===== config.mk =====
export PLATFORM = sky130hd
export DESIGN_NAME = uint_to_decimal_ascii
export DESIGN_NICKNAME = d
export VERILOG_FILES = /design/src/rtl/u2da_pkg.sv /design/src/rtl/u2da_dp.sv /design/src/rtl/u2da_ctrl.sv /design/src/rtl/uint_to_decimal_ascii.sv
export SDC_FILE = /design/constraint.sdc
export NUM_CORES = 1
export LEC_CHECK = 0
export BUFFER_PORTS_ARGS = -buffer_cell sky130_fd_sc_hd__buf_4
export CAP_MARGIN = 10
export CORE_ASPECT_RATIO = 0.5
export CORE_UTILIZATION = 50
export CTS_BUF_LIST = sky130_fd_sc_hd__clkbuf_16
export CTS_CLUSTER_DIAMETER = 150
export CTS_CLUSTER_SIZE = 16
export DETAILED_ROUTE_END_ITERATION = 10
export GPL_TIMING_DRIVEN = 1
export PLACE_DENSITY = 0.67
export SLEW_MARGIN = 30
export SYNTH_ARGS = -nofsm -noshare
export SYNTH_HDL_FRONTEND = slang
export SYNTH_SLANG_ARGS = --single-unit

===== constraint.sdc =====
create_clock -name aclk -period 5.36 [get_ports aclk]
set_input_delay 0.268 -clock aclk [delete_from_list [all_inputs] [get_ports aclk]]
set_output_delay 0.268 -clock aclk [all_outputs]
set_load 0.02 [all_outputs]

===== src/rtl/u2da_pkg.sv =====
// Types and constants shared by the decimal ASCII converter modules.
package u2da_pkg;

    localparam int VALUE_W    = 32;
    localparam int CNT_W      = 5;
    localparam int CHAR_W     = 6;
    localparam int BCD_DIGITS = 10;
    localparam int DIG_IDX_W  = 4;

    localparam logic [CHAR_W-1:0] ASCII_ZERO = 6'h30;

    localparam logic CMD_MINIMAL = 1'b0;
    localparam logic CMD_FIXED   = 1'b1;

    typedef struct packed {
        logic               cmd;
        logic [VALUE_W-1:0] value;
        logic [CNT_W-1:0]   digit_count;
    } in_t;

    typedef struct packed {
        logic [CHAR_W-1:0] digit_char;
        logic              last;
        logic [CNT_W-1:0]  total_length;
    } out_t;

    typedef struct packed {
        logic load;
        logic shift;
        logic size;
        logic emit;
    } dp_cmd_t;

    typedef struct packed {
        logic len_zero;
        logic idx_zero;
        logic out_free;
    } dp_status_t;

endpackage


===== src/rtl/u2da_dp.sv =====
// Datapath: operand capture, shift-add-3 BCD conversion, length and character output.
module u2da_dp #(
    parameter int MAX_DIGITS = 20
) (
    input  logic                  aclk,
    input  logic                  aresetn,
    input  u2da_pkg::in_t         s_data,
    input  u2da_pkg::dp_cmd_t     cmd,
    output u2da_pkg::dp_status_t  status,
    output logic                  m_valid,
    input  logic                  m_ready,
    output u2da_pkg::out_t        m_data
);
    import u2da_pkg::*;

    localparam logic [CNT_W-1:0] MAX_LEN = CNT_W'(MAX_DIGITS);

    logic [VALUE_W-1:0]              val_reg, val_next;
    logic [BCD_DIGITS-1:0][3:0]      bcd_reg, bcd_next, bcd_adj;
    logic [BCD_DIGITS*4-1:0]         bcd_flat;
    logic                            mode_reg;
    logic [CNT_W-1:0]                req_reg, req_clamped;
    logic [CNT_W-1:0]                len_reg, len_next, sig_len;
    logic [CNT_W-1:0]                idx_reg, idx_next;
    logic                            m_valid_reg, m_valid_next;
    out_t                            out_reg, out_next;
    logic [3:0]                      dsel;

    always_comb begin
        for (int i = 0; i < BCD_DIGITS; i++) begin
            bcd_adj[i] = (bcd_reg[i] >= 4'd5) ? bcd_reg[i] + 4'd3 : bcd_reg[i];
        end
    end

    assign bcd_flat = bcd_adj;

    always_comb begin
        sig_len = CNT_W'(1);
        for (int i = 0; i < BCD_DIGITS; i++) begin
            if (bcd_reg[i] != 4'd0) begin
                sig_len = CNT_W'(i + 1);
            end
        end
    end

    assign req_clamped = (s_data.digit_count > MAX_LEN) ? MAX_LEN : s_data.digit_count;

    always_comb begin
        if (idx_reg < CNT_W'(BCD_DIGITS)) begin
            dsel = bcd_reg[idx_reg[DIG_IDX_W-1:0]];
        end else begin
            dsel = 4'd0;
        end
    end

    always_comb begin
        val_next     = val_reg;
        bcd_next     = bcd_reg;
        len_next     = len_reg;
        idx_next     = idx_reg;
        out_next     = out_reg;
        m_valid_next = m_valid_reg && !m_ready;
        if (cmd.load) begin
            val_next = s_data.value;
            bcd_next = '0;
        end
        if (cmd.shift) begin
            bcd_next = {bcd_flat[BCD_DIGITS*4-2:0], val_reg[VALUE_W-1]};
            val_next = {val_reg[VALUE_W-2:0], 1'b0};
        end
        if (cmd.size) begin
            len_next = (mode_reg == CMD_FIXED) ? req_reg : sig_len;
            idx_next = len_next - CNT_W'(1);
        end
        if (cmd.emit) begin
            out_next.digit_char   = ASCII_ZERO + {{(CHAR_W-4){1'b0}}, dsel};
            out_next.last         = (idx_reg == '0);
            out_next.total_length = len_reg;
            m_valid_next          = 1'b1;
            idx_next              = idx_reg - CNT_W'(1);
        end
    end

    always_ff @(posedge aclk) begin
        if (!aresetn) begin
            m_valid_reg <= 1'b0;
        end else begin
            m_valid_reg <= m_valid_next;
        end
        val_reg <= val_next;
        bcd_reg <= bcd_next;
        len_reg <= len_next;
        idx_reg <= idx_next;
        out_reg <= out_next;
        if (cmd.load) begin
            mode_reg <= s_data.cmd;
            req_reg  <= req_clamped;
        end
    end

    assign status.len_zero = (len_reg == '0);
    assign status.idx_zero = (idx_reg == '0);
    assign status.out_free = !m_valid_reg || m_ready;
    assign m_valid         = m_valid_reg;
    assign m_data          = out_reg;

endmodule


===== src/rtl/u2da_ctrl.sv =====
// Controller: sequences capture, conversion steps, sizing and character output.
module u2da_ctrl (
    input  logic                  aclk,
    input  logic                  aresetn,
    input  logic                  s_valid,
    output logic                  s_ready,
    output u2da_pkg::dp_cmd_t     cmd,
    input  u2da_pkg::dp_status_t  status
);
    import u2da_pkg::*;

    typedef enum logic [1:0] {
        ST_IDLE,
        ST_CONV,
        ST_SIZE,
        ST_EMIT
    } state_t;

    state_t                state_reg, state_next;
    logic [CNT_W-1:0]      bit_cnt_reg, bit_cnt_next;

    always_comb begin
        cmd          = '0;
        state_next   = state_reg;
        bit_cnt_next = bit_cnt_reg;
        case (state_reg)
            ST_IDLE: begin
                cmd.load     = s_valid;
                bit_cnt_next = '0;
                if (s_valid) begin
                    state_next = ST_CONV;
                end
            end
            ST_CONV: begin
                cmd.shift    = 1'b1;
                bit_cnt_next = bit_cnt_reg + CNT_W'(1);
                if (bit_cnt_reg == CNT_W'(VALUE_W - 1)) begin
                    state_next = ST_SIZE;
                end
            end
            ST_SIZE: begin
                cmd.size   = 1'b1;
                state_next = ST_EMIT;
            end
            ST_EMIT: begin
                cmd.emit = status.out_free && !status.len_zero;
                if (status.len_zero || (status.out_free && status.idx_zero)) begin
                    state_next = ST_IDLE;
                end
            end
            default: begin
                state_next = ST_IDLE;
            end
        endcase
    end

    always_ff @(posedge aclk) begin
        if (!aresetn) begin
            state_reg   <= ST_IDLE;
            bit_cnt_reg <= '0;
        end else begin
            state_reg   <= state_next;
            bit_cnt_reg <= bit_cnt_next;
        end
    end

    assign s_ready = (state_reg == ST_IDLE);

endmodule


===== src/rtl/uint_to_decimal_ascii.sv =====
// Unsigned 32-bit binary to decimal ASCII converter, top level.
// Each accepted value is converted by a serial shift-add-3 loop, one input bit per
// clock, then sized, then streamed out one character per cycle while the output
// is not stalled, most significant digit first. The next value is taken while the
// final character still waits in the output register.
// Minimal mode gives the digits without leading zeros ("0" for zero); fixed mode
// gives exactly digit_count low digits (clamped to MAX_DIGITS), zero-padded, and
// nothing at all for a count of zero.
module uint_to_decimal_ascii #(
    parameter int MAX_DIGITS = 20
) (
    input  logic            aclk,
    input  logic            aresetn,
    input  logic            s_valid,
    output logic            s_ready,
    input  u2da_pkg::in_t   s_data,
    output logic            m_valid,
    input  logic            m_ready,
    output u2da_pkg::out_t  m_data
);
    import u2da_pkg::*;

    dp_cmd_t    cmd;
    dp_status_t status;

    u2da_ctrl u_ctrl (
        .aclk    (aclk),
        .aresetn (aresetn),
        .s_valid (s_valid),
        .s_ready (s_ready),
        .cmd     (cmd),
        .status  (status)
    );

    u2da_dp #(
        .MAX_DIGITS (MAX_DIGITS)
    ) u_dp (
        .aclk    (aclk),
        .aresetn (aresetn),
        .s_data  (s_data),
        .cmd     (cmd),
        .status  (status),
        .m_valid (m_valid),
        .m_ready (m_ready),
        .m_data  (m_data)
    );

endmodule


**After elaboration in Yosys (flattened, before gate mapping)**

Cells that the tools add are included.

- $add $sub $neg: 14
- Multipliers: 0
- Divide/modulo/power cells: 0
- Magnitude comparators: 13
- Equal/unequal tests: 7
- Shifts and indexed selects: 0
- Muxes and demuxes: 39
- Bitwise operators: 0
- Reductions and logical operators: 24

Operator list:

| operator | number |
|---|---|
| $mux W40 | 2 |
| $mux W32 | 2 |
| $mux W4 | 14 |
| $ge A4 B3 Y1 const B | 10 |
| $add A4 B2 Y4 const B | 9 |
| $reduce_bool A4 Y1 | 9 |
| $bmux W4 S4 | 1 |
| $mux W3 | 5 |
| $mux W5 | 3 |
| $logic_not A5 Y1 | 2 |
| $mux W2 | 5 |
| $pmux W5 S2 | 1 |
| $sub A5 B1 Y5 const B | 2 |
| $pmux W2 S4 | 1 |
| $add A5 B5 Y6 const A | 1 |
| $reduce_bool A2 Y1 | 3 |
| $add A5 B1 Y5 const B | 1 |
| $eq A5 B5 Y1 const B | 1 |
| $gt A5 B5 Y1 const B | 1 |
| $lt A4 B5 Y1 const B | 1 |
| $lt A5 B4 Y1 const B | 1 |
| $mux W1 | 5 |
| $eq A2 B2 Y1 const B | 2 |
| $ne A2 B1 Y1 const B | 2 |
| 8 further kinds | 13 |

- Register bits: 108
- Latch bits: 0
- Memory bits (writable): 0
- ROM bits: 0
- Input bits: 42
- Memories kept: 0

**Depth between registers and ports, before layout**

Gate-level depths: netlist of run 1.

- Word-level depth: 14
- Mapped depth: 10

**By module**

From an unflattened synthesis of run 1, not the netlist that was laid out.

- Cells, all modules: 464
- Area total of the unflattened synthesis: 5708.0 sq um

By module, submodules not included:

| module | instances | cells an instance | area an instance (sq um) |
|---|---|---|---|
| u2da_dp | 1 | 415 | 5270.1 |
| u2da_ctrl | 1 | 49 | 437.9 |

**Worst setup path after synthesis of run 1**

No wires, ideal clock.

- Path kind: register to register
- Start: reg u_ctrl.state_reg[0]
- End: reg u_dp.bcd_reg[0] (netlist bit), enable pin
- Arrival time: 2.530 ns
- Required time: 4.962 ns
- Path slack: 2.431 ns
- Stages on the path, launching flop included: 7
- Path buffers: 2
- Clock period less this slack: 2.929 ns
- Cell sequence: dfxtp_1 -> inv_1 -> ha_1 -> and2_1 -> clkbuf_1 -> clkbuf_1 -> or2_2

RTL lines:

| what | RTL line | RTL |
|---|---|---|
| start: declaration | u2da_ctrl.sv:19 | `state_t state_reg, state_next;` |
| start signal: assignment | u2da_ctrl.sv:62 | `state_reg <= state_next;` |
| end signal: assignment | u2da_dp.sv:91 | `bcd_reg <= bcd_next;` |
| end: declaration | u2da_dp.sv:19 | `logic [BCD_DIGITS-1:0][3:0] bcd_reg, bcd_next, bcd_adj;` |

**Worst setup path after layout of run 1**

- Start: reg u_dp.bcd_reg[16] (netlist bit)
- End: reg u_dp.idx_reg[4] (data pin)

- Word-level cells in the longest chain between the ends: 11

RTL lines:

| what | RTL line | RTL |
|---|---|---|
| $reduce_bool A4 Y1 | u2da_dp.sv:40 | `if (bcd_reg[i] != 4'd0) begin` |
| $mux W3 (3 in a row) | u2da_dp.sv:40 |  |
| $mux W4 (3 in a row) | u2da_dp.sv:40 |  |
| $mux W5 | u2da_dp.sv:72 | `len_next = (mode_reg == CMD_FIXED) ? req_reg : sig_len;` |
| $sub A5 B1 Y5 | u2da_dp.sv:73 | `idx_next = len_next - CNT_W'(1);` |
| $mux W5 | u2da_dp.sv:71 | `if (cmd.size) begin` |
| $mux W5 | u2da_dp.sv:75 | `if (cmd.emit) begin` |
| net u_dp.idx_next[4] | u2da_dp.sv:24 | `logic [CNT_W-1:0] idx_reg, idx_next;` |
| end signal: assignment | u2da_dp.sv:93 | `idx_reg <= idx_next;` |
| end: declaration | u2da_dp.sv:24 |  |

The timed path passes the listed nets, and every way through them passes these cells. The select of a mux whose other input is x is not followed.
A chain may end at the register's enable or synchronous reset.

==> impl_metrics.py, run 1 <==
metrics = {
    "run_status": {
        "outcome": "completed",
    },
    "floorplan": {
        "die_x_um": 154,
        "core-area_sq_um": 11100,
        "start_util_pct": 52.1,
        "rows": 27,
        "die-area_sq_um": 12100,
        "ios": 56,
        "die_y_um": 78.2,
    },
    "clock_network": {
        "cts_tree": "done",
        "clkSinkCount": 106,
        "clk_pin_slew_ns": 0.07,
        "post_cts_resized": 0,
        "cts_root_buffer": "clkbuf_16",
        "h-tree-depth": 3,
        "clkLatencyLatePin_ns": 0.35,
        "clockBufferDepth": 2,
        "cts_buffers": 9,
        "cts_hold_buf": 0,
        "post_cts_buffers": 0,
    },
    "yosys": {
        "yosysMostFrequentCell": "edfxtp_1",
        "seq_area_frac_synth_pct": 53.3,
        "ys_warn_count": 0,
        "synth.top_cell.area_share_pct": 50.2,
        "avgSynthCellArea_sq_um": 10.9,
        "syn_inst": 533,
        "ys_seq_elements": 106,
        "async_flop_share_pct": 0,
        "ys_top_cells_by_count": "edfxtp_1, nand2_1, o21ai_0",
        "synth_flop_cell": "edfxtp_1",
        "synth_area_sq_um": 5810,
        "synth.area.top_cells": "edfxtp_1, ha_1, nand2_1",
        "synth_area_leader_cell": "edfxtp_1",
        "ys_types": 59,
        "synth_edf_count": 97,
    },
    "worst_setup_path": {
        "cp.arrival_ns": 2.83,
        "cp_data_required_time_ns": 5.46,
        "crit_start": "u_dp.bcd_reg[16]",
        "critPathKind": "flop to flop",
        "cp_max_fo": 4,
        "timing.rr.end": "u_dp.idx_reg[4]",
        "r2r_cells": 10,
        "r2r_slack_ns": 2.63,
        "reg2reg_from": "u_dp.bcd_reg[16]",
        "cp-start-kind": "flop",
        "end_kind": "flop",
    },
    "route": {
        "first_iter_violations": 261,
        "via_per_inst": 5.34,
        "totalWireLength_um": 11000,
        "drc_errors": 0,
        "drt_pass1_iterations": 4,
        "antenna_left": 0,
        "vias": 3889,
        "wire_per_inst_um": 15.1,
    },
    "sta": {
        "finClkSkew_ns": 0.0116,
        "hold_viol_final": 0,
        "setup_violations": 0,
        "max_slew_margin_pct": 46.4,
        "rsz0062_at_grt": "no",
        "tns_ns": 0,
        "post-route-period-util_pct": 51.0,
        "tightest_slew_ns": 0.804,
        "min_period_ns": 2.73,
        "final-max-slew-violation-count": 0,
        "max_freq_mhz": 366,
    },
    "worst_hold_path": {
        "min-delay-start": "s_data[37]",
        "hold_end": "u_dp.mode_reg",
        "hold_path_depth": 1,
        "min_path_type": "input pin to flop",
    },
    "grt": {
        "antenna_found_initial": 0,
        "gr-total-overflow": 0,
        "grt.total_usage_pct": 19.4,
        "grt_pass1_vias": 3636,
        "grt_max_degree": 63,
        "grt_pass1_wl_um": 18100,
    },
    "pwr": {
        "p_per_area_nw_per_um2": 594,
        "max-vdd-ir-drop_mv": 0.226,
        "power.leakage_nw": 2.53,
    },
    "final_layout": {
        "largest_reg_flops": 40,
        "final_core_util_pct": 59.1,
        "drive_gt1_share_pct": 17.5,
        "antenna_cells": 0,
        "nFillCells": 947,
        "final_nets": 647,
        "synthToLayoutAreaGrowth_pct": 13.4,
    },
    "job": {
        "drv_cap": 0,
    },
    "placed_design": {
        "port_buffers": 53,
        "gp_congestion": 0.789,
        "hpwl_um": 7540,
    },
}
[cell families (layout without fill, tap and decap cells)]
kind of cell | count (synthesis) | after routing | synth area share [%]
XOR/XNOR | 21 | 21 | 3.17
AND/OR/NAND/NOR | 199 | 199 | 17.0
multiplexers | 23 | 23 | 5.97
other | 1 | 2 | 0.0646
flip-flops | 106 | 106 | 53.3
buffers and inverters | 55 | 104 | 4.20
adder cells (fa/ha/maj) | 27 | 27 | 5.82
AO/OA/AOI/OAI | 101 | 101 | 10.5
[per-stage QoR]
step | cells | setup WS (ns) | hold WS [ns] | total power, mW | area, sq um
finish | 728 | 2.63 | 0.0978 | 3.91 | 6590
global route | 728 | 2.40 | 0.0872 | 4.21 | 6590
CTS | 728 | 2.42 | 0.0880 | 3.94 | 6590
detailed placement | 712 | 2.43 | 0.449 | 3.29 | 6310
global placement | 711 | 2.48 | 0.448 | 3.25 | 6290
floorplan | 534 | 2.43 | 0.367 | 2.88 | 5810
[worst max-delay path, stage by stage, from the launching register on]
cell,delay (ns)
edfxtp_1,0.43
inv_1,0.12
ha_1,0.22
nor3b_2,0.41
o211ai_1,0.13
o21ai_0,0.27
nand2_1,0.13
mux2i_1,0.21
ha_1,0.25
o2111ai_2,0.11
xor2_1,0.17
[layout by cell type (no fill, tap or decap), types with 2 or more instances in the layout]
master	count
edfxtp_1	97
a21oi_1	32
nand2b_1	10
or3b_4	2
a211oi_1	2
nor2b_1	7
nor2_1	45
ha_1	26
dfxtp_1	9
xor2_1	10
or3b_1	2
clkinvlp_4	3
inv_8	2
inv_1	30
o21ai_0	46
nand2_1	90
o22ai_1	4
nand3_1	2
mux2i_1	14
o311a_1	2
and2_1	10
a21o_2	2
nor3b_2	2
o211ai_1	3
xnor2_1	11
mux4_2	7
nor3b_1	3
and3_1	3
nor3_1	10
conb_1	2
buf_4	57
clkbuf_16	9
[per-layer routing]
metal  vias up  track usage (%)  part of all wire (%)
met5         -                0                     0
met4         0             4.75                  0.93
met3         9             4.97                   6.9
met2       108             28.7                    43
met1      1809             28.6                    49
li1       1963                -                     -
[layout make-up]
type	instances	area [sq um]	share of cell area, %
Sequential cell	106	3090	47.0
Multi-Input combinational cell	373	2480	37.6
Timing Repair Buffer	58	443	6.72
Clock buffer	9	225	3.42
Tap cell	145	181	2.75
Inverter	30	113	1.71
Clock inverter	7	53.8	0.817
[worst max path at each step]
stage / end / slack [ns] / cells past startpoint
5_1_grt: u_dp.idx_reg[4] / 2.40 / 10
3_5_place_dp: u_dp.val_reg[5] / 2.43 / 6
6_report: u_dp.idx_reg[4] / 2.63 / 10
2_1_floorplan: u_dp.bcd_reg[0] / 2.43 / 6
4_1_cts: u_dp.val_reg[28] / 2.42 / 6
3_3_place_gp: u_dp.val_reg[7] / 2.48 / 6
[power by group]
part	switching (mW)	internal (mW)
clock network	0.312	0.319
logic	0.904	0.639
registers	0.316	1.42
Note: power is estimated with default switching activity, not from simulation.
==> run 2: changes to the inputs <==
- clock period: 5.36 -> 2.8 ns (I/O delays scaled with it)
==> impl_metrics.py, run 2 (synthesis gave the netlist of run 1 again) <==
metrics = {
    "floorplan": {
        "core-area_sq_um": 11100,
        "start_util_pct": 52.1,
        "die_x_um": 154,
        "ios": 56,
        "rows": 27,
        "die-area_sq_um": 12100,
        "die_y_um": 78.2,
    },
    "final_layout": {
        "drive_gt1_share_pct": 17.9,
        "regArea_sq_um": 3090,
        "synthToLayoutAreaGrowth_pct": 14.5,
        "final_cell_mix": "edfxtp_1, nand2_1, buf_4",
        "stdcell_count": 733,
        "antenna_cells": 0,
        "final_common_cell": "edfxtp_1",
        "nFillCells": 941,
        "final_nets": 652,
        "multiInputGateArea_sq_um": 2480,
        "largest_reg_flops": 40,
    },
    "sta": {
        "rsz0062_at_grt": "no",
        "tightest_slew_ns": 0.637,
        "min_period_ns": 2.65,
        "max_slew_margin_pct": 57.5,
        "setup_violations": 0,
        "post-route-period-util_pct": 94.8,
        "tns_ns": 0,
        "timing.hold.ws_ns": 0.0384,
        "final-max-slew-violation-count": 0,
        "max_freq_mhz": 377,
        "hold_viol_final": 0,
        "finalWorstSetupSlack_ns": 0.145,
        "finClkSkew_ns": 0.00770,
    },
    "worst_setup_path": {
        "cp_data_required_time_ns": 2.89,
        "cp-start-kind": "flop",
        "end_kind": "flop",
        "cp_max_fo": 4,
        "critPathKind": "flop to flop",
        "cp.arrival_ns": 2.75,
    },
    "clock_network": {
        "clkLatencyLatePin_ns": 0.35,
        "clkSinkCount": 106,
        "cts_tree": "done",
        "clk_pin_slew_ns": 0.07,
        "cts_root_buffer": "clkbuf_16",
        "clockBufferDepth": 2,
        "cts_buffers": 9,
        "post_cts_buffers": 0,
        "h-tree-depth": 3,
    },
    "grt": {
        "antenna_found_initial": 0,
        "grt_pass1_wl_um": 18900,
        "grt.total_usage_pct": 20.2,
        "grt_pass1_vias": 3862,
        "gr-total-overflow": 0,
        "grt_max_degree": 70,
    },
    "pwr": {
        "p_per_area_nw_per_um2": 1140,
        "p_comb_share_pct": 40.1,
        "p_seq_share_pct": 43.6,
        "power.total_mw": 7.58,
        "power.leakage_nw": 2.57,
        "max-vdd-ir-drop_mv": 0.463,
        "p_int_mw": 4.64,
        "swShare_pct": 38.7,
        "clockPowerShare_pct": 16.3,
        "power_switching_mw": 2.94,
    },
    "job": {
        "drv_cap": 0,
    },
    "route": {
        "via_per_inst": 5.35,
        "wire_per_inst_um": 15.3,
        "first_iter_violations": 265,
        "vias": 3918,
        "antenna_left": 0,
        "drt_pass1_iterations": 4,
        "totalWireLength_um": 11200,
        "drc_errors": 0,
    },
    "worst_hold_path": {
        "min_path_type": "input pin to flop",
    },
    "placed_design": {
        "placedCellCount": 715,
        "port_buffers": 53,
        "dp_slack_ns": 0.0895,
        "gp_congestion": 0.791,
        "hpwl_um": 7680,
    },
    "run_status": {
        "outcome": "completed",
    },
}
==> run 2: changes by cell type in the layout (fill, tap and decap cells not counted), sizes merged <==
cell,delta
dlygate4sd3,+2
clkinv,+1
clkbuf,+1
clkinvlp,-2
buf,+3
==> run 2: area by class of cell <==
type	count	area share, %
multi-input cells	373	37.3
flip-flops and latches	106	46.5
well taps	145	2.73
clock buffers	10	3.77
clock inverters	6	0.584
inverters	30	1.69
repair buffers	63	7.38
==> run 2: metrics by stage <==
step           util, %  instance area (sq um)
6_report          59.6                   6650
4_1_cts           59.6                   6650
3_3_place_gp      56.8                   6340
5_1_grt           59.6                   6650
2_1_floorplan        -                   5810
3_5_place_dp      56.8                   6340
==> run 2: per-layer routing <==
layer | up-vias | GRT usage [%] | share of wire, %
li1 | 1971 | - | -
met1 | 1839 | 28.1 | 49
met2 | 97 | 30.4 | 44
met3 | 11 | 6.18 | 6.7
met4 | 0 | 6.04 | 0.78
met5 | - | 0 | 0
==> run 2: critical path, cell delays in order (launching register included) <==
cell	delay, ns
edfxtp_1	0.43
inv_1	0.12
ha_1	0.21
or3b_1	0.39
a2111oi_1	0.45
o21ai_1	0.16
nand2_1	0.11
mux2i_1	0.09
ha_1	0.27
o2111ai_2	0.08
xor2_1	0.09
==> run 2: final timing paths <==
kind                            slack [ns]  cells after the start               to            start
worst max-delay path                  0.15                     10  u_dp.idx_reg[4]  u_dp.bcd_reg[4]
worst min-delay path                  0.04                      3  u_dp.val_reg[0]        s_data[5]
worst max register to register        0.15                     10  u_dp.idx_reg[4]  u_dp.bcd_reg[4]
worst min register to register        0.50                      0   u_dp.m_data[2]  u_dp.len_reg[2]
==> run 2: power groups by stage <==
stage / logic (mW) / registers [mW] / clock network, mW
6_report: 3.04 / 3.31 / 1.23
2_1_floorplan: 2.41 / 3.11 / 0
4_1_cts: 3.07 / 3.30 / 1.26
3_5_place_dp: 3.03 / 3.33 / 0
3_3_place_gp: 2.99 / 3.31 / 0
5_1_grt: 3.44 / 3.41 / 1.32
==> run 2: what timing repair did <==
action | CTS | global route
hold buffers | 2 | 0
resized for setup | 0 | 2
endpoints found under the setup margin | 0 | 3
hold endpoints to repair | 2 | 0
